## src/xad_pkg.sv

```systemverilog
package xad_pkg;

    localparam int MAX_RECORDS = 256;
    localparam int TBL_AW      = $clog2(MAX_RECORDS);
    localparam int REC_CNT_W   = TBL_AW + 1;

    localparam logic [7:0] KEY_RESET = 8'hF7;
    localparam logic [7:0] END_FLAG  = 8'h80;

    localparam logic [3:0] KIND_MAGIC   = 4'd0;
    localparam logic [3:0] KIND_VERSION = 4'd1;
    localparam logic [3:0] KIND_FLAG    = 4'd2;
    localparam logic [3:0] KIND_NAMELEN = 4'd3;
    localparam logic [3:0] KIND_NAME    = 4'd4;
    localparam logic [3:0] KIND_SIZE    = 4'd5;
    localparam logic [3:0] KIND_TIME    = 4'd6;
    localparam logic [3:0] KIND_BODY    = 4'd7;
    localparam logic [3:0] KIND_IGNORED = 4'd8;

    localparam logic [2:0] ST_OK          = 3'd0;
    localparam logic [2:0] ST_BAD_MAGIC   = 3'd1;
    localparam logic [2:0] ST_BAD_VERSION = 3'd2;
    localparam logic [2:0] ST_TABLE_FULL  = 3'd3;
    localparam logic [2:0] ST_TRAILING    = 3'd4;
    localparam logic [2:0] ST_STOPPED     = 3'd5;

    typedef struct packed {
        logic       restart;
        logic [7:0] data;
    } byte_item_t;

    function automatic logic [7:0] magic_byte(input logic [1:0] pos);
        logic [7:0] b;
        begin
            case (pos)
                2'd0:    b = 8'hC0;
                2'd1:    b = 8'h4A;
                2'd2:    b = 8'hC0;
                default: b = 8'hBA;
            endcase
            return b;
        end
    endfunction

endpackage

```

## src/xad_front.sv

```systemverilog
module xad_front (
    input  logic                clk,
    input  logic                rst_n,
    input  logic                cfg_we,
    input  logic [7:0]          cfg_wdata,
    input  logic                in_valid,
    output logic                in_ready,
    input  logic [7:0]          in_byte,
    input  logic                in_restart,
    output logic                push,
    input  logic                q_ready,
    output xad_pkg::byte_item_t push_item
);

    logic [7:0] key_reg;

    always_ff @(posedge clk or negedge rst_n)
    begin
        if (!rst_n)
        begin
            key_reg <= xad_pkg::KEY_RESET;
        end
        else if (cfg_we)
        begin
            key_reg <= cfg_wdata;
        end
    end

    // decode on the way into the queue
    assign in_ready          = q_ready;
    assign push              = in_valid && q_ready;
    assign push_item.data    = in_byte ^ key_reg;
    assign push_item.restart = in_restart;

endmodule

```

## config.mk

```make
export PLATFORM = sky130hd
export DESIGN_NAME = xad_front
export DESIGN_NICKNAME = d
export VERILOG_FILES = /design/src/xad_pkg.sv /design/src/xad_front.sv
export SDC_FILE = /design/constraint.sdc
export NUM_CORES = 1
export LEC_CHECK = 0
export ABC_AREA = 1
export BUFFER_PORTS_ARGS = -buffer_cell sky130_fd_sc_hd__buf_2
export CAP_MARGIN = 30
export CORE_AREA = 2 2 39 41
export DETAILED_ROUTE_END_ITERATION = 12
export DIE_AREA = 0 0 41 43
export PLACE_DENSITY = 0.77
export SETUP_SLACK_MARGIN = 0.15
export SLEW_MARGIN = 25
export SYNTH_ARGS = -nofsm -noshare
export SYNTH_HDL_FRONTEND = slang
export SYNTH_SLANG_ARGS = --single-unit
```

## constraint.sdc

```tcl
create_clock -name clk -period 2.05 [get_ports clk]
set_clock_uncertainty 0.05 [all_clocks]
set_input_delay 0.3075 -clock clk [delete_from_list [all_inputs] [get_ports clk]]
set_output_delay 0.3075 -clock clk [all_outputs]
set_load 0.05 [all_outputs]
```

==> results of run 1 <==
[area by class of cell]
cell class | instances | area share
multi-input cells | 49 | 0.276
inverters | 18 | 0.101
well taps | 16 | 0.0300
clock buffers | 4 | 0.0394
repair buffers | 31 | 0.240
flip-flops and latches | 8 | 0.313
[Yosys cell counts]
cell / number
buf_4: 2
buf_6: 1
nand2_1: 49
inv_2: 1
dfstp_2: 7
inv_1: 17
dfrtp_1: 1
[placed cells by master (no fill, tap or decap)]
cell type,Yosys,routed
nand2_1,49,49
dfstp_2,7,7
dfrtp_1,1,1
clkbuf_4,0,3
inv_2,1,1
clkbuf_1,0,1
buf_2,0,30
inv_1,17,17
dlygate4sd3_1,0,1
[power groups by stage]
stage	registers (mW)	logic [mW]	clock network (mW)
6_report	0.192	0.154	0.131
5_1_grt	0.194	0.170	0.151
4_1_cts	0.192	0.155	0.141
3_5_place_dp	0.195	0.153	0
3_3_place_gp	0.194	0.150	0
2_1_floorplan	0.192	0.117	0
[final timing paths]
check	start	to	slack [ns]	cells past startpoint
min in group asynchronous	rst_n	key_reg[3]$_DFFE_PN0P_	0.37	2
worst min register to register	key_reg[6]$_DFFE_PN1P_	key_reg[6]$_DFFE_PN1P_	0.42	2
worst max-delay path	key_reg[4]$_DFFE_PN1P_	push_item[4]	0.53	3
worst max register to register	key_reg[4]$_DFFE_PN1P_	key_reg[4]$_DFFE_PN1P_	1.30	2
worst min-delay path	cfg_wdata[4]	key_reg[4]$_DFFE_PN1P_	0.19	3
max in group asynchronous	rst_n	key_reg[6]$_DFFE_PN1P_	1.33	2
[cell families (layout without fill, tap and decap cells)]
group | count (synthesis) | in the layout
buffers and inverters | 21 | 53
AND/OR/NAND/NOR | 49 | 49
flip-flops | 8 | 8
[metrics by stage]
step | power, mW | hold slack, ns | setup slack, ns | instances
floorplan | 0.309 | -0.0381 | 0.793 | 78
global placement | 0.343 | 0.101 | 0.825 | 121
detailed placement | 0.348 | 0.106 | 0.804 | 121
CTS | 0.489 | 0.184 | 0.514 | 126
global route | 0.515 | 0.184 | 0.459 | 126
finish | 0.477 | 0.194 | 0.535 | 126
[routing by layer]
metal,part of all wire,up-vias
met1,0.41,193
met5,0,-
met2,0.50,20
li1,-,277
met3,0.084,0
met4,0,0
[critical path, delay by kind of cell, from the launching register on]
kind	cells	cell delay, ns
flip-flops	1	0.54
buffers and inverters	1	0.25
AND/OR/NAND/NOR	2	0.11
==> Flow_metrics.wiki, run 1 <==
{| class="wikitable"
! Metric !! Value
|-
| Run status || complete, no violations
|-
| Wire length of the first global-routing pass || 1490 um
|-
| Biggest area contributors in the synthesized netlist || dfstp_2 38%, nand2_1 38%, inv_1 13%
|-
| Clock tree from TritonCTS || done
|-
| # DRC || 0
|-
| Worst path required time || 1.69 ns
|-
| Post-DP Area || 631 um2
|-
| Area fraction in and, or, nand and nor cells after synthesis || 0.378
|-
| Remaining number of nets flagged by the antenna check after routing || 0
|-
| Dpl hpwl || 774 um
|-
| Highest fanout seen on the critical path || 3
|-
| # resized after CTS || 0
|-
| Number of flip-flops under the largest register name || 8
|-
| Total of endpoints with negative setup slack in the final report || 0
|-
| Relative slew slack || 0.832
|-
| Maximum number of pins on one net before global-route repair || 10
|-
| Worst setup EP type || primary output
|-
| Max-cap violations || 0
|-
| Die area || 1760 um2
|-
| Sequential group share of total power || 0.403
|-
| Buffer type at the clock tree root || clkbuf_4
|-
| Final-stage net count || 133
|-
| Via density per instance || 3.89
|-
| Leakage power || 0.456 nW
|-
| Total number of yosys warnings || 0
|-
| Final design area excluding fillers || 667 um2
|-
| Unrepaired setup endpoints after global routing || no
|-
| List of cells traversed by the critical path || nand2_1 -> nand2_1 -> buf_2
|-
| Fraction of final layout cells with drive strength greater than 1 || 0.373
|-
| Core Rows || 14
|-
| Overall routing resource usage || 0.128
|-
| Post-synthesis compound-gate area fraction || 0
|-
| Total Wirelength || 1000 um
|-
| Portion of netlist area occupied by mux cells || 0
|-
| Largest stage delay on the critical path || 0.54 ns
|-
| Actual slew at the worst max-slew pin || 0.254 ns
|-
| Fin Setup TNS || 0 ns
|-
| Post-layout minimum cycle time || 1.52 ns
|-
| Detailed Route Iter0 Violations || 7
|-
| Met3 Use GR || 0.0314
|-
| Number of buffers added on ports || 30
|-
| Filler instances || 149
|-
| Power per standard cell area || 716 nW/um2
|-
| Fraction of power consumed by combinational cells || 0.322
|-
| Portion of the post-synthesis area used by sequential elements || 0.429
|-
| Met1 usage in global routing || 0.147
|-
| Clock Sink Count || 8
|-
| Placeable Area || 1380 um2
|-
| Biggest area consumer among synthesized cells || dfstp_2
|-
| Area of the mapped netlist || 487 um2
|-
| Critical path data arrival time || 1.16 ns
|-
| Core occupancy in the finished layout || 0.482
|-
| Peak clock frequency supported by timing || 660 MHz
|-
| NetSw || 0.177 mW
|-
| Maximum level of the CTS H-tree || 1
|-
| Routability-driven placement congestion ratio || 0.644
|-
| Synthesized instance count || 78
|-
| Post-CTS Repair Setup Buffers || 0
|-
| Path type of the worst setup path || flop to primary output
|-
| Buffers from clock root to sink, at most || 2
|-
| Number of global-route vias before repair || 408
|-
| Number of antenna violations at the first check in global routing || 0
|-
| Adder-cell share of the synthesized area || 0
|-
| Met2 usage in global routing || 0.191
|-
| Relative area change from synthesis to final layout || 37.0%
|-
| Die Wd || 41 um
|-
| Insertion delay of the later-clocked pin in the worst-skew pair || 0.25 ns
|-
| Number of iterations in the first detailed-routing pass || 3
|-
| Residual overflow from global routing || 0
|-
| Flop and latch count out of synthesis || 8
|-
| Crit-path slowest cell || dfstp_2
|-
| Final Slew Violations || 0
|-
| Vert. Die Dim || 43 um
|-
| Area of the multi-input gates || 184 um2
|-
| Total CTS buffers || 3
|-
| Main combinational cell family by area after synthesis || simple AND/OR/NAND/NOR gates
|-
| Drt wl/cell || 7.97 um
|-
| Cell with the most instances on the worst path || nand2_1
|-
| Final hold violations || 0
|-
| Critical path launch point type || flop
|-
| Busiest layer in global routing || met2
|-
| Number of top-level design ports || 33
|-
| Number of hold buffers added after cts || 1
|-
| Net count after synthesis || 100
|-
| Switching power as a share of total power || 0.370
|-
| Xor/xnor share of the synthesized area || 0
|-
| Min-delay worst type || input port to flop
|-
| Internal || 0.301 mW
|-
| Area occupied by registers || 209 um2
|-
| Effective utilization at floorplan || 0.352
|-
| Mean post-synth cell area || 6.24 um2
|-
| IR Drop Worst-Case VDD || 0.000423 V
|-
| Routed vias || 490
|-
| Period Utilization, post-route || 0.739
|-
| Portion of total power attributed to the clock network || 0.275
|-
| Number of distinct library cells after synthesis || 7
|-
| Antenna fix cells || 0
|-
| Clock slew at reported path FFs || 0.06 ns
|-
| Fraction of synthesized cell area taken by the top area cell type || 0.378
|}
Power figures use the tool's default switching activity.
==> run 2, diff against run 1 <==
- ABC_AREA: 1 -> 0
- PLACE_DENSITY: 0.77 -> 0.72
- clock period: 2.05 -> 1.4 ns (I/O delays scaled with it)
==> run 2 against run 1 <==
Net effect:
- the run now ends with setup timing left
- critical path type unchanged
- sequential share of layout area shrank 5.6 points
- sequential cell count is the same
- critical path depth fell by 1
- combinational power increased by 150%
- worst setup slack got worse by 0.56 ns
- area after synthesis is 11% lower
- clock-buffer cell count stayed put
- first-iteration DRC count decreased by 100%
==> Flow_metrics.wiki, run 2 <==
{| class="wikitable"
! Metric !! Value
|-
| Number of top-level design ports || 33 (unchanged)
|-
| Post-synth EDFFs || 0 (unchanged)
|-
| Relative area change from synthesis to final layout || 88.1% (was 37.0%)
|-
| Remaining number of nets flagged by the antenna check after routing || 0 (unchanged)
|-
| Area fraction in and, or, nand and nor cells after synthesis || 0.0145 (was 0.378)
|-
| Peak clock frequency supported by timing || 700 MHz
|-
| Critical path data arrival time || 1.17 ns (was 1.16 ns)
|-
| Clock tree from TritonCTS || done (unchanged)
|-
| # DRC || 0 (unchanged)
|-
| Antenna fix cells || 0 (unchanged)
|-
| Dpl hpwl || 650 um (was 774 um)
|-
| Fraction of synthesized cell area taken by the top area cell type || 0.426 (was 0.378)
|-
| Detailed Route Iter0 Violations || 0 (was 7)
|-
| Xor/xnor share of the synthesized area || 0.162 (was 0)
|-
| Most frequent cells in the layout || 22 x buf_2, 8 x mux2_4, 8 x buf_6 (was 49 x nand2_1, 30 x buf_2, 17 x inv_1)
|-
| Most common cell after layout, fill and taps aside || buf_2 (was nand2_1)
|-
| Number of cells in the design after placement || 71 (was 121)
|-
| Leakage power || 0.379 nW (was 0.456 nW)
|-
| Adder-cell share of the synthesized area || 0 (unchanged)
|-
| Maximum level of the CTS H-tree || 1 (unchanged)
|-
| Clock Sink Count || 8 (unchanged)
|-
| Total CTS buffers || 3 (unchanged)
|-
| Number of flip-flops under the largest register name || 8 (unchanged)
|-
| Final-stage net count || 86 (was 133)
|-
| Fraction of final layout cells with drive strength greater than 1 || 0.937 (was 0.373)
|-
| Buffer type at the clock tree root || clkbuf_4 (unchanged)
|-
| Run status || complete, but fails checks (was complete, no violations)
|-
| Portion of total power attributed to the clock network || 0.219 (was 0.275)
|-
| Number of distinct library cells after synthesis || 7 (unchanged)
|-
| Total Wirelength || 862 um (was 1000 um)
|-
| Biggest area contributors in the synthesized netlist || dfstp_2 43%, mux2_4 28%, xor2_1 16% (was dfstp_2 38%, nand2_1 38%, inv_1 13%)
|-
| Fraction of power consumed by combinational cells || 0.433 (was 0.322)
|-
| Die area || 1760 um2 (unchanged)
|-
| Relative slew slack || 0.824 (was 0.832)
|-
| Proportion of register bits with asynchronous set or reset after synthesis || 1.00 (unchanged)
|-
| Drt wl/cell || 10.9 um (was 7.97 um)
|-
| Effective utilization at floorplan || 0.312 (was 0.352)
|-
| Number of antenna violations at the first check in global routing || 0 (unchanged)
|-
| Via density per instance || 4.29 (was 3.89)
|-
| Unrepaired setup endpoints after global routing || yes (was no)
|-
| Internal || 0.555 mW (was 0.301 mW)
|-
| Worst setup EP type || primary output (unchanged)
|-
| Final Slew Violations || 0 (unchanged)
|-
| Vert. Die Dim || 43 um (unchanged)
|-
| Worst path required time || 1.14 ns (was 1.69 ns)
|-
| Wire length of the first global-routing pass || 1310 um (was 1490 um)
|-
| NetSw || 0.324 mW (was 0.177 mW)
|-
| Routed vias || 339 (was 490)
|-
| Core Rows || 14 (unchanged)
|-
| Ranking of synthesized cells by instance count || 8 x mux2_4, 8 x xor2_1, 7 x dfstp_2 (was 49 x nand2_1, 17 x inv_1, 7 x dfstp_2)
|-
| Placeable Area || 1380 um2 (unchanged)
|-
| Critical path launch point type || flop (unchanged)
|-
| Residual overflow from global routing || 0 (unchanged)
|-
| Synthesized instance count || 28 (was 78)
|-
| Number of cells in the finished layout apart from fillers || 79 (was 126)
|-
| Overall routing resource usage || 0.117 (was 0.128)
|-
| Sequential group share of total power || 0.347 (was 0.403)
|-
| IR Drop Worst-Case VDD || 0.000594 V (was 0.000423 V)
|-
| Post-synth top flop || dfstp_2 (unchanged)
|-
| Number of iterations in the first detailed-routing pass || 1 (was 3)
|-
| Main combinational cell family by area after synthesis || multiplexers (was simple AND/OR/NAND/NOR gates)
|-
| Power per standard cell area || 1080 nW/um2 (was 716 nW/um2)
|-
| Highest fanout seen on the critical path || 2 (was 3)
|-
| Min-delay worst type || input port to flop (unchanged)
|-
| Buffers from clock root to sink, at most || 2 (unchanged)
|-
| Fin worst setup slack || -0.0283 ns (was 0.535 ns)
|-
| Number of global-route vias before repair || 327 (was 408)
|-
| Insertion delay of the later-clocked pin in the worst-skew pair || 0.25 ns (about the same)
|-
| Period Utilization, post-route || 1.02
|-
| Post-synthesis compound-gate area fraction || 0 (unchanged)
|-
| Area of the mapped netlist || 432 um2 (was 487 um2)
|-
| Biggest area consumer among synthesized cells || dfstp_2 (unchanged)
|-
| Routability-driven placement congestion ratio || 0.562 (was 0.644)
|-
| Total number of yosys warnings || 0 (unchanged)
|-
| Post-layout minimum cycle time || 1.43 ns
|-
| Maximum number of pins on one net before global-route repair || 9 (was 10)
|-
| Portion of the post-synthesis area used by sequential elements || 0.484 (was 0.429)
|-
| Final hold violations || 0 (unchanged)
|-
| Switching power as a share of total power || 0.368 (was 0.370)
|-
| Portion of netlist area occupied by mux cells || 0.278 (was 0)
|-
| Clock slew at reported path FFs || 0.06 ns (about the same)
|-
| Number of buffers added on ports || 30 (unchanged)
|-
| Path type of the worst setup path || flop to primary output (unchanged)
|-
| Net count after synthesis || 50 (was 100)
|-
| Total of endpoints with negative setup slack in the final report || 3 (was 0)
|-
| Post-placement setup slack || 0.163 ns (was 0.804 ns)
|-
| Die Wd || 41 um (unchanged)
|-
| Violated checks || setup timing
|-
| Max-cap violations || 0 (unchanged)
|-
| Mean post-synth cell area || 15.4 um2 (was 6.24 um2)
|-
| Actual slew at the worst max-slew pin || 0.264 ns (was 0.254 ns)
|-
| Flop and latch count out of synthesis || 8 (unchanged)
|}
## run 2: cell types whose count changed in the layout (fill, tap and decap cells not counted), sizes merged
cell | previous run | this run
nand2 | 49 | 0
inv | 18 | 0
mux2 | 0 | 8
and2 | 0 | 1
buf | 30 | 33
xor2 | 0 | 8
## run 2: what timing repair did
action | CTS | global route
cloned | 0 | 0
endpoints found under the hold margin | 8 | 0
hold buffers | 1 | 0
pin swaps | 7 | 0
resized for setup | 16 | 0
buffers inserted | 2 | 1
setup endpoints to repair | 8 | 8
## run 2: area by class of cell
type	count	area (um2)
fillers	119	572
multi-input cells	17	324
repair buffers	34	233
flip-flops and latches	8	209
clock buffers	4	26.3
well taps	16	20.0
## run 2: cell families after synthesis
| family | after synthesis |
|---|---|
| xor gates and xnor gates | 8 |
| buffers and inverters | 3 |
| DFF | 8 |
| muxes | 8 |
| and+or+nand+nor | 1 |
## run 2: power by group through the flow
stage	clock, mW	combinational [mW]	sequential (mW)
3_5_place_dp	0	0.318	0.313
2_1_floorplan	0	0.249	0.309
3_3_place_gp	0	0.314	0.312
4_1_cts	0.206	0.380	0.305
6_report	0.193	0.381	0.305
5_1_grt	0.219	0.398	0.308
## run 2: critical path: stages, from the launching register on
cell and delay [ns]:
dfstp_2 0.58, xor2_4 0.16, buf_6 0.17
## run 2: per-layer routing
| metal | vias to the layer above | global-route usage | wire (um) |
|---|---|---|---|
| met4 | 0 | 0.100 | 26 |
| met5 | - | 0 | 0 |
| met1 | 165 | 0.123 | 286 |
| met2 | 18 | 0.175 | 479 |
| met3 | 2 | 0.0366 | 70 |
| li1 | 154 | - | - |
## run 2: path summary, 6_finish.rpt
kind	slack [ns]	startpoint	endpoint	cells after the start
max reg2reg	0.44	key_reg[3]$_DFFE_PN0P_	key_reg[3]$_DFFE_PN0P_	2
min in group asynchronous	0.26	rst_n	key_reg[3]$_DFFE_PN0P_	2
max	-0.03	key_reg[7]$_DFFE_PN1P_	push_item[7]	2
min reg2reg	0.60	key_reg[0]$_DFFE_PN1P_	key_reg[0]$_DFFE_PN1P_	1
max in group asynchronous	0.79	rst_n	key_reg[0]$_DFFE_PN1P_	2
min	0.12	cfg_wdata[3]	key_reg[3]$_DFFE_PN0P_	2
## run 2: through the flow
stage	util	cell area (um2)	power, mW	setup TNS (ns)	hold slack [ns]
floorplan	-	559	0.558	0	-0.136
detailed placement	0.508	703	0.631	0	0.00903
CTS	0.581	805	0.891	-0.152	0.114
finish	0.587	812	0.878	-0.0590	0.124
global placement	0.508	703	0.626	0	0.00740
global route	0.587	812	0.925	-0.317	0.122
