[src/xad_pkg.sv]
package xad_pkg;

    localparam int MAX_RECORDS = 256;
    localparam int TBL_AW      = $clog2(MAX_RECORDS);
    localparam int REC_CNT_W   = TBL_AW + 1;

    localparam logic [7:0] KEY_RESET = 8'hF7;
    localparam logic [7:0] END_FLAG  = 8'h80;

    localparam logic [3:0] KIND_MAGIC   = 4'd0;
    localparam logic [3:0] KIND_VERSION = 4'd1;
    localparam logic [3:0] KIND_FLAG    = 4'd2;
    localparam logic [3:0] KIND_NAMELEN = 4'd3;
    localparam logic [3:0] KIND_NAME    = 4'd4;
    localparam logic [3:0] KIND_SIZE    = 4'd5;
    localparam logic [3:0] KIND_TIME    = 4'd6;
    localparam logic [3:0] KIND_BODY    = 4'd7;
    localparam logic [3:0] KIND_IGNORED = 4'd8;

    localparam logic [2:0] ST_OK          = 3'd0;
    localparam logic [2:0] ST_BAD_MAGIC   = 3'd1;
    localparam logic [2:0] ST_BAD_VERSION = 3'd2;
    localparam logic [2:0] ST_TABLE_FULL  = 3'd3;
    localparam logic [2:0] ST_TRAILING    = 3'd4;
    localparam logic [2:0] ST_STOPPED     = 3'd5;

    typedef struct packed {
        logic       restart;
        logic [7:0] data;
    } byte_item_t;

    function automatic logic [7:0] magic_byte(input logic [1:0] pos);
        logic [7:0] b;
        begin
            case (pos)
                2'd0:    b = 8'hC0;
                2'd1:    b = 8'h4A;
                2'd2:    b = 8'hC0;
                default: b = 8'hBA;
            endcase
            return b;
        end
    endfunction

endpackage

[src/xad_queue.sv]
module xad_queue (
    input  logic                clk,
    input  logic                rst_n,
    input  logic                push,
    input  xad_pkg::byte_item_t push_item,
    output logic                push_ready,
    output logic                pop_valid,
    input  logic                pop,
    output xad_pkg::byte_item_t pop_item
);

    xad_pkg::byte_item_t mem [2];
    logic       wr_ptr_reg;
    logic       rd_ptr_reg;
    logic [1:0] count_reg;
    logic [1:0] count_next;
    logic       do_push;
    logic       do_pop;

    assign push_ready = (count_reg != 2'd2);
    assign pop_valid  = (count_reg != 2'd0);
    assign do_push    = push && push_ready;
    assign do_pop     = pop && pop_valid;
    assign pop_item   = mem[rd_ptr_reg];

    always_comb
    begin
        count_next = count_reg;
        if (do_push && !do_pop)
        begin
            count_next = count_reg + 2'd1;
        end
        else if (do_pop && !do_push)
        begin
            count_next = count_reg - 2'd1;
        end
    end

    always_ff @(posedge clk or negedge rst_n)
    begin
        if (!rst_n)
        begin
            wr_ptr_reg <= 1'b0;
            rd_ptr_reg <= 1'b0;
            count_reg  <= 2'd0;
        end
        else
        begin
            if (do_push)
            begin
                wr_ptr_reg <= ~wr_ptr_reg;
            end
            if (do_pop)
            begin
                rd_ptr_reg <= ~rd_ptr_reg;
            end
            count_reg <= count_next;
        end
    end

    always_ff @(posedge clk)
    begin
        if (do_push)
        begin
            mem[wr_ptr_reg] <= push_item;
        end
    end

endmodule

[config.mk]
export PLATFORM = sky130hd
export DESIGN_NAME = xad_queue
export DESIGN_NICKNAME = d
export VERILOG_FILES = /design/src/xad_pkg.sv /design/src/xad_queue.sv
export SDC_FILE = /design/constraint.sdc
export NUM_CORES = 1
export LEC_CHECK = 0
export BUFFER_PORTS_ARGS = -buffer_cell sky130_fd_sc_hd__buf_2
export CAP_MARGIN = 20
export CORE_AREA = 5 5 55 52
export CTS_CLUSTER_DIAMETER = 30
export DETAILED_ROUTE_END_ITERATION = 7
export DIE_AREA = 0 0 60 57
export PLACE_DENSITY = 0.62
export SLEW_MARGIN = 10
export SYNTH_ARGS = -nofsm -noshare
export SYNTH_HDL_FRONTEND = slang
export SYNTH_SLANG_ARGS = --single-unit
[constraint.sdc]
create_clock -name clk -period 2.9 [get_ports clk]
set_input_delay 0.435 -clock clk [delete_from_list [all_inputs] [get_ports clk]]
set_output_delay 0.435 -clock clk [all_outputs]
set_load 0.05 [all_outputs]
==> flow_summary.json, run 1 <==
{
  "outcome": "complete, no violations",
  "numPortBuffers": 23,
  "grt_max_degree": 13,
  "ys_ff_latch": 22,
  "seq_area_frac_synth_pct": 74.4,
  "ant_nets": 0,
  "final_area_mm2": 0.00105,
  "power_leakage_nw": 0.424,
  "cp_max_fo": 10,
  "first_iter_violations": 13,
  "slew_headroom_pct": 46.8,
  "crit_family": "flip-flops",
  "max_stage_delay_ns": 0.62,
  "postCtsResizedCells": 0,
  "cp-end-kind": "primary output",
  "fin_setup_tns_ns": 0,
  "die_w_um": 60,
  "drt_wl_total_mm": 1.29,
  "core_area_mm2": 0.00230,
  "cts_tree": "done",
  "synth_area_per_cell_um2": 18.7,
  "fin_skew_ns": 0.00128,
  "rsz0062_at_grt": "false",
  "ir_drop_v": 0.000760,
  "final_common_cell": "buf_2",
  "overflow": 0,
  "seqPwrFrac_pct": 41.5,
  "clkPwrFrac_pct": 13.3,
  "die-area_mm2": 0.00342,
  "drc": 0,
  "comb_power_share_pct": 45.2,
  "synthDistinctLibCells": 14,
  "power_w": 0.00122,
  "post-cts-setup-buffers": 0,
  "crit_arrival_ns": 1.52,
  "cts-root-buf": "clkbuf_4",
  "antenna_cells": 0,
  "grt_pass1_vias": 490,
  "worst-path-buf-inv": 1,
  "ctsHoldBuffers": 1,
  "path_cells": "mux2_2 -> buf_2",
  "slowest_stage": "dfrtp_1",
  "initial_core_util_pct": 37.5,
  "largest_reg_flops": 18,
  "place_congestion": 0.690,
  "worst_pin_slew_ns": 0.796,
  "clockBufferDepth": 2,
  "wl_per_cell_um": 12.8,
  "min_period_ns": 1.95,
  "maxCapViolations": 0,
  "grtUsageTotal_pct": 8.63,
  "crit_type": "flip-flop to primary output",
  "path_clk_slew_ns": 0.11,
  "yosysWarnings": 0,
  "swShare_pct": 42.7,
  "io_pins": 24,
  "grt_first_pass_wirelength_mm": 2.13,
  "cp-start-kind": "flip-flop",
  "powerDensity_mw_per_mm2": 1160,
  "internal_power_w": 0.000698,
  "htree_levels": 1,
  "netlist_area_um2": 861,
  "via_count": 448,
  "dieHeight_um": 57,
  "drt_pass1_iterations": 2,
  "slew_viol_final": 0,
  "hpwl_um": 923,
  "antenna_found_initial": 0,
  "max_freq_mhz": 513,
  "synthToLayoutAreaGrowth_pct": 21.9,
  "via_per_inst": 4.44,
  "hold_viol_final": 0,
  "drive_above_1_share_pct": 53.4,
  "nNetsFinal": 88,
  "syn_nets": 60,
  "row_count": 17,
  "clock_sinks": 22,
  "clock_latency_ns": 0.30,
  "setup-violations-final": 0,
  "placed_cell_area_mm2": 0.00100,
  "most-common-layout-cells": "23 x buf_2, 18 x edfxtp_1, 9 x mux2_2",
  "power_switching_w": 0.000520,
  "hold_path.class": "primary input to flip-flop",
  "fin_crit_sh_pct": 67.2,
  "worstPathRequired_ns": 2.47,
  "cts_made_buffers": 3,
  "syn-instance-count": 46
}
==> cells in the mapped netlist <==
library cell / count / area, um^2
and3_1: 1 / 6.26
buf_4: 1 / 7.51
dfrtp_1: 4 / 100
edfxtp_1: 18 / 541
ha_1: 1 / 12.5
inv_1: 1 / 3.75
mux2_2: 9 / 101
nand2_1: 1 / 3.75
nand2_4: 1 / 11.3
nand2b_4: 1 / 13.8
nor2_1: 2 / 7.51
or2_4: 1 / 8.76
xnor2_1: 3 / 26.3
xor2_1: 2 / 17.5
==> cells by family after synthesis <==
logic type / synth area share [%]
XOR/XNOR: 5.09
adder cells (fa/ha/maj): 1.45
buffers and inverters: 1.31
flip-flops: 74.4
multiplexers: 11.8
AND/OR/NAND/NOR: 5.96
==> per-layer routing <==
layer | vias up | GRT usage [%] | part of all wire (%)
li1 | 222 | - | -
met1 | 212 | 9.75 | 44
met2 | 14 | 13.9 | 48
met3 | 0 | 3.17 | 8.0
met4 | 0 | 4.75 | 0
met5 | - | 0 | 0
==> worst paths after layout <==
| check | start | to | slack [ns] | depth (start not counted) |
|---|---|---|---|---|
| setup / recovery | rd_ptr_reg | pop_item[1] | 0.95 | 2 |
| hold / removal | push_item[8] | mem[1][8] | 0.32 | 1 |
| setup reg to reg | count_reg[0] | mem[0][4] | 1.23 | 3 |
| hold reg to reg | wr_ptr_reg | wr_ptr_reg | 0.50 | 1 |
| max in group asynchronous | rst_n | rd_ptr_reg | 2.33 | 2 |
| min in group asynchronous | rst_n | count_reg[0] | 0.45 | 2 |
==> final cells by class <==
| cell class | count | area [um^2] |
|---|---|---|
| fill | 226 | 1250 |
| multi-input combinational | 22 | 209 |
| inverter | 1 | 3.75 |
| timing repair buffer | 24 | 125 |
| tap | 28 | 35.0 |
| clock buffer | 4 | 36.3 |
| sequential | 22 | 641 |
==> per-stage QoR <==
| stage | hold slack, ns | setup WS [ns] | utilization [%] | std cells |
|---|---|---|---|---|
| floorplan | 0.139 | 1.35 | - | 46 |
| global placement | 0.250 | 1.23 | 43.7 | 96 |
| detailed placement | 0.247 | 1.21 | 43.7 | 96 |
| CTS | 0.302 | 0.907 | 45.7 | 101 |
| global route | 0.296 | 0.838 | 45.7 | 101 |
| finish | 0.318 | 0.950 | 45.7 | 101 |
==> power groups by stage <==
stage	Clock (W)	Sequential, W	Combinational (W)
5_1_grt	0.000181	0.000519	0.000586
3_5_place_dp	0	0.000514	0.000557
4_1_cts	0.000171	0.000507	0.000560
3_3_place_gp	0	0.000511	0.000555
2_1_floorplan	0	0.000478	0.000489
6_report	0.000162	0.000505	0.000551
No activity file was read; power rests on OpenSTA's default activity.
==> run 2: changes to the inputs <==
Settings changed: ABC_AREA from default to 1, CORE_AREA 5 5 55 52 to 5 5 56 53, DIE_AREA 0 0 60 57 to 0 0 61 58, PLACE_DENSITY 0.62 to 0.61.
Clock period 2.9 ns to 1.9 ns, I/O delays scaled along.
==> flow_summary.json, run 2 <==
{
  "outcome": "complete, no violations",
  "seqPwrFrac_pct": 38.8,
  "final_common_cell": "nand2_1",
  "postCtsResizedCells": 0,
  "synth_area_per_cell_um2": 12.0,
  "drt_pass1_iterations": 4,
  "cts-root-buf": "clkbuf_4",
  "clock_latency_ns": 0.29,
  "first_iter_violations": 14,
  "wl_per_cell_um": 11.6,
  "powerDensity_mw_per_mm2": 1790,
  "via_per_inst": 4.48,
  "slew_viol_final": 0,
  "setup-violations-final": 0,
  "grtUsageTotal_pct": 9.71,
  "swShare_pct": 49.2,
  "synth_edf_count": 18,
  "cts_tree": "done",
  "antenna_found_initial": 0,
  "largest_reg_flops": 18,
  "hpwl_mm": 1.16,
  "via_count": 591,
  "cp_max_fo": 11,
  "busiest_layer": "met2",
  "final_util_pct": 46.5,
  "fin_ws_ns": 0.206,
  "dp.cells": 127,
  "grt.met3_usage_pct": 2.90,
  "placed_cell_area_mm2": 0.00105,
  "clock_sinks": 22,
  "dieHeight_um": 58,
  "htree_levels": 1,
  "netlist_area_um2": 898,
  "numPortBuffers": 23,
  "cts_made_buffers": 3,
  "cp-end-kind": "primary output",
  "initial_core_util_pct": 38.4,
  "nNetsFinal": 119,
  "multi_input_area_um2": 220,
  "ir_drop_v": 0.000739,
  "cp-start-kind": "flip-flop",
  "internal_power_w": 0.000988,
  "synth_most_common_cell": "nand2_1",
  "grt_max_degree": 13,
  "core_area_mm2": 0.00234,
  "drive_above_1_share_pct": 34.6,
  "drc": 0,
  "final_area_mm2": 0.00109,
  "antenna_cells": 0,
  "comb_power_share_pct": 50.8,
  "async_reset_ff_share_pct": 18.2,
  "io_pins": 24,
  "grt_first_pass_wirelength_mm": 2.41,
  "gr-usage-met1_pct": 12.4,
  "power_leakage_nw": 0.508,
  "seq_area_um2": 641,
  "crit_arrival_ns": 1.41,
  "synth_common_cells": "33 x nand2_1, 18 x edfxtp_1, 4 x dfrtp_1, 4 x inv_1, 3 x inv_2",
  "die_w_um": 61,
  "fin_crit_sh_pct": 89.2,
  "fillCellCount": 228,
  "yosysTopAreaCellShare_pct": 60.2,
  "grt_pass1_vias": 540,
  "max_freq_mhz": 590,
  "ys_ff_latch": 22,
  "worstPathRequired_ns": 1.62,
  "die-area_mm2": 0.00354,
  "fin_setup_tns_ns": 0,
  "most-common-layout-cells": "33 x nand2_1, 23 x buf_2, 18 x edfxtp_1",
  "stdcell_count": 132,
  "row_count": 17,
  "drt_wl_total_mm": 1.54,
  "yosysWarnings": 0,
  "clockBufferDepth": 2,
  "synth_top_cell_by_area": "edfxtp_1",
  "rsz0062_at_grt": "false",
  "synth_area_leaders": "edfxtp_1 60%, nand2_1 14%, dfrtp_1 11%",
  "synthDistinctLibCells": 14,
  "synthToLayoutAreaGrowth_pct": 21.2,
  "fin_skew_ns": 0.00286,
  "crit_type": "flip-flop to primary output",
  "hold_path.class": "primary input to flip-flop",
  "worst_pin_slew_ns": 0.336,
  "place_congestion": 0.691,
  "hold_viol_final": 0,
  "overflow": 0,
  "dp_slack_ns": 0.507,
  "ant_nets": 0,
  "path_clk_slew_ns": 0.11,
  "clkPwrFrac_pct": 10.4,
  "grtUsageMet2_pct": 15.0,
  "min_period_ns": 1.69,
  "seq_area_frac_synth_pct": 71.3,
  "power_switching_w": 0.000957,
  "synth-main-ff-cell": "edfxtp_1",
  "slew_headroom_pct": 77.6,
  "syn_nets": 89,
  "maxCapViolations": 0,
  "syn-instance-count": 75
}
[run 2: cells by family (layout without fill, tap and decap cells)]
| group | Yosys count | after routing | synth area share [%] |
|---|---|---|---|
| and+or+nand+nor | 42 | 42 | 20.3 |
| adders and majority gates | 1 | 1 | 1.39 |
| DFF | 22 | 22 | 71.3 |
| xor gates and xnor gates | 2 | 2 | 2.79 |
| buffers and inverters | 8 | 37 | 4.18 |
[run 2: worst max-delay path: stages, from the launching register on]
cell     delay (ns)
dfrtp_1        0.52
inv_2          0.20
nand2_1        0.07
nand2_1        0.06
buf_2          0.26
[run 2: area by class of cell]
cell class / instances / area share [%]
sequential: 22 / 58.9
multi-input combinational: 45 / 20.2
timing repair buffer: 26 / 12.9
tap: 28 / 3.22
inverter: 7 / 2.41
clock buffer: 3 / 2.07
clock inverter: 1 / 0.345
[run 2: through the flow]
| stage | power [W] | hold WS, ns |
|---|---|---|
| after floorplan | 0.00154 | -0.0106 |
| after detailed placement | 0.00177 | 0.0985 |
| after CTS | 0.00198 | 0.157 |
| final | 0.00195 | 0.171 |
| after global routing | 0.00208 | 0.148 |
| after global placement | 0.00176 | 0.0931 |
[run 2: what timing repair did]
item	in CTS	in global routing
endpoints found under the setup margin	0	0
buffers inserted	0	0
hold endpoints to repair	4	0
hold buffers	1	0
[run 2: metal layers]
metal,vias up,share of wire (%),wire length (um)
met5,-,0,0
met2,14,50,766
li1,301,-,-
met1,274,44,669
met3,2,5.6,86
met4,0,0.85,13
[run 2: final timing paths]
kind | start | slack (ns) | endpoint | cells after the start
setup / recovery | rd_ptr_reg | 0.21 | pop_item[3] | 4
hold / removal | push_item[4] | 0.17 | mem[0][4] | 1
setup reg to reg | count_reg[0] | 0.52 | count_reg[1] | 9
hold reg to reg | count_reg[0] | 0.54 | count_reg[0] | 1
max in group asynchronous | rst_n | 1.48 | count_reg[1] | 2
min in group asynchronous | rst_n | 0.30 | count_reg[0] | 2
[run 2: power by group through the flow]
stage               clock network (W)  registers (W)  logic [W]
floorplan                           0       0.000731   0.000813
global placement                    0       0.000762   0.000995
detailed placement                  0       0.000768    0.00100
CTS                          0.000216       0.000757    0.00101
global route                 0.000234       0.000770    0.00107
finish                       0.000203       0.000754   0.000988
==> run 3: changes to the inputs <==
Settings changed: ABC_AREA 1 to 0, CORE_AREA 5 5 56 53 to 5 5 55 52, DIE_AREA 0 0 61 58 to 0 0 60 57, PLACE_DENSITY 0.61 to 0.62.
==> flow_summary.json, run 3 (synthesis results as in run 1) <==
{
  "dieHeight_um": 57,
  "placed_cell_area_mm2": 0.00102,
  "io_pins": 24,
  "seq_area_um2": 642,
  "cp-end-kind": "primary output",
  "internal_power_w": 0.00104,
  "power_switching_w": 0.000794,
  "grt_max_degree": 13,
  "clock_latency_ns": 0.29,
  "grt_first_pass_wirelength_mm": 2.13,
  "fin_setup_tns_ns": 0,
  "slowest_stage": "dfrtp_2",
  "worst-path-buf-inv": 1,
  "hold_viol_final": 0,
  "cp_max_fo": 10,
  "fin_skew_ns": 0.00136,
  "final_common_cell": "buf_2",
  "setup-violations-final": 0,
  "hold_path.class": "primary input to flip-flop",
  "multi_input_area_um2": 209,
  "die_w_um": 60,
  "max_stage_delay_ns": 0.52,
  "min_period_ns": 1.68,
  "largest_reg_flops": 18,
  "fillCellCount": 228,
  "overflow": 0,
  "most-common-layout-cells": "23 x buf_2, 18 x edfxtp_1, 9 x mux2_2",
  "cts_tree": "done",
  "crit_type": "flip-flop to primary output",
  "cts-root-buf": "clkbuf_4",
  "hpwl_um": 967,
  "worst_pin_slew_ns": 0.446,
  "place_congestion": 0.667,
  "swShare_pct": 43.2,
  "grt_pass1_vias": 455,
  "worstPathRequired_ns": 1.62,
  "antenna_found_initial": 0,
  "fin_crit_sh_pct": 88.6,
  "numPortBuffers": 23,
  "wl_met2_um": 615,
  "drt_pass1_iterations": 3,
  "initial_core_util_pct": 37.5,
  "htree_levels": 1,
  "drc": 0,
  "antenna_cells": 0,
  "maxUsedRoutingLayer": "met4",
  "fin_ws_ns": 0.217,
  "drive_above_1_share_pct": 54.7,
  "path_cells": "mux2_2 -> buf_2",
  "die-area_mm2": 0.00342,
  "first_iter_violations": 2,
  "nNetsFinal": 90,
  "cp-start-kind": "flip-flop",
  "grtUsageTotal_pct": 8.53,
  "maxCapViolations": 0,
  "clockBufferDepth": 2,
  "via_count": 464,
  "slew_headroom_pct": 70.2,
  "rsz0062_at_grt": "false",
  "power_leakage_nw": 0.428,
  "powerDensity_mw_per_mm2": 1740,
  "clkPwrFrac_pct": 11.0,
  "stdcell_count": 103,
  "max_freq_mhz": 594,
  "drt_wl_total_mm": 1.30,
  "clock_sinks": 22,
  "final_area_mm2": 0.00106,
  "dp.cells": 98,
  "ant_nets": 0,
  "via_per_inst": 4.50,
  "core_area_mm2": 0.00230,
  "seqPwrFrac_pct": 42.0,
  "path_clk_slew_ns": 0.11,
  "ir_drop_v": 0.000894,
  "cts_made_buffers": 3,
  "crit_arrival_ns": 1.40,
  "outcome": "complete, no violations",
  "slew_viol_final": 0,
  "dp_slack_ns": 0.405,
  "row_count": 17,
  "crit_family": "flip-flops",
  "wl_per_cell_um": 12.6,
  "met1_length_um": 572,
  "dr_wl_met3_um": 98,
  "comb_power_share_pct": 47.0,
  "synthToLayoutAreaGrowth_pct": 22.7
}
-- run 3: cell count changes in the layout (fill, tap and decap cells not counted), sizes merged, moves of 2 or more --
cell   delta
inv       -6
mux2      +9
nand2    -35
nand3     -2
xnor2     +2
-- run 3: area by class of cell --
type / instances / area share (%)
Sequential cell: 22 / 60.8
Multi-Input combinational cell: 22 / 19.8
Timing Repair Buffer: 26 / 13.3
Tap cell: 28 / 3.32
Clock buffer: 3 / 2.13
Clock inverter: 1 / 0.355
Inverter: 1 / 0.355
-- run 3: through the flow --
step | hold slack [ns] | util [%] | total power, W
6_report | 0.172 | 46.0 | 0.00184
5_1_grt | 0.146 | 46.0 | 0.00195
4_1_cts | 0.162 | 45.9 | 0.00186
3_5_place_dp | 0.0985 | 44.3 | 0.00166
3_3_place_gp | 0.0971 | 44.3 | 0.00165
2_1_floorplan | -0.0106 | - | 0.00148
-- run 3: timing repair --
item                                    in CTS  in global routing
resized for setup                            0                  1
buffers inserted                             0                  0
endpoints found under the setup margin       0                  2
endpoints found under the hold margin        4                  0
hold buffers                                 1                  0
-- run 3: routing by layer --
layer / up-vias / track usage, %
met2: 14 / 12.3
met1: 222 / 11.9
met3: 2 / 2.26
li1: 226 / -
met5: - / 0
met4: 0 / 3.80
-- run 3: worst paths after layout --
kind | end | slack (ns) | start | cells after the start
min in group asynchronous | count_reg[0] | 0.31 | rst_n | 2
setup reg to reg | count_reg[1] | 0.47 | count_reg[0] | 6
hold reg to reg | wr_ptr_reg | 0.51 | wr_ptr_reg | 1
hold / removal | mem[1][7] | 0.17 | push_item[7] | 1
max in group asynchronous | rd_ptr_reg | 1.46 | rst_n | 2
setup / recovery | pop_item[4] | 0.22 | rd_ptr_reg | 2
-- run 3: power groups by stage --
stage                     Sequential, W  Combinational, W  Clock, W
after floorplan                0.000730          0.000746         0
after global placement         0.000779          0.000868         0
after detailed placement       0.000785          0.000872         0
after CTS                      0.000774          0.000877  0.000213
after global routing           0.000792          0.000921  0.000237
final                          0.000772          0.000865  0.000202
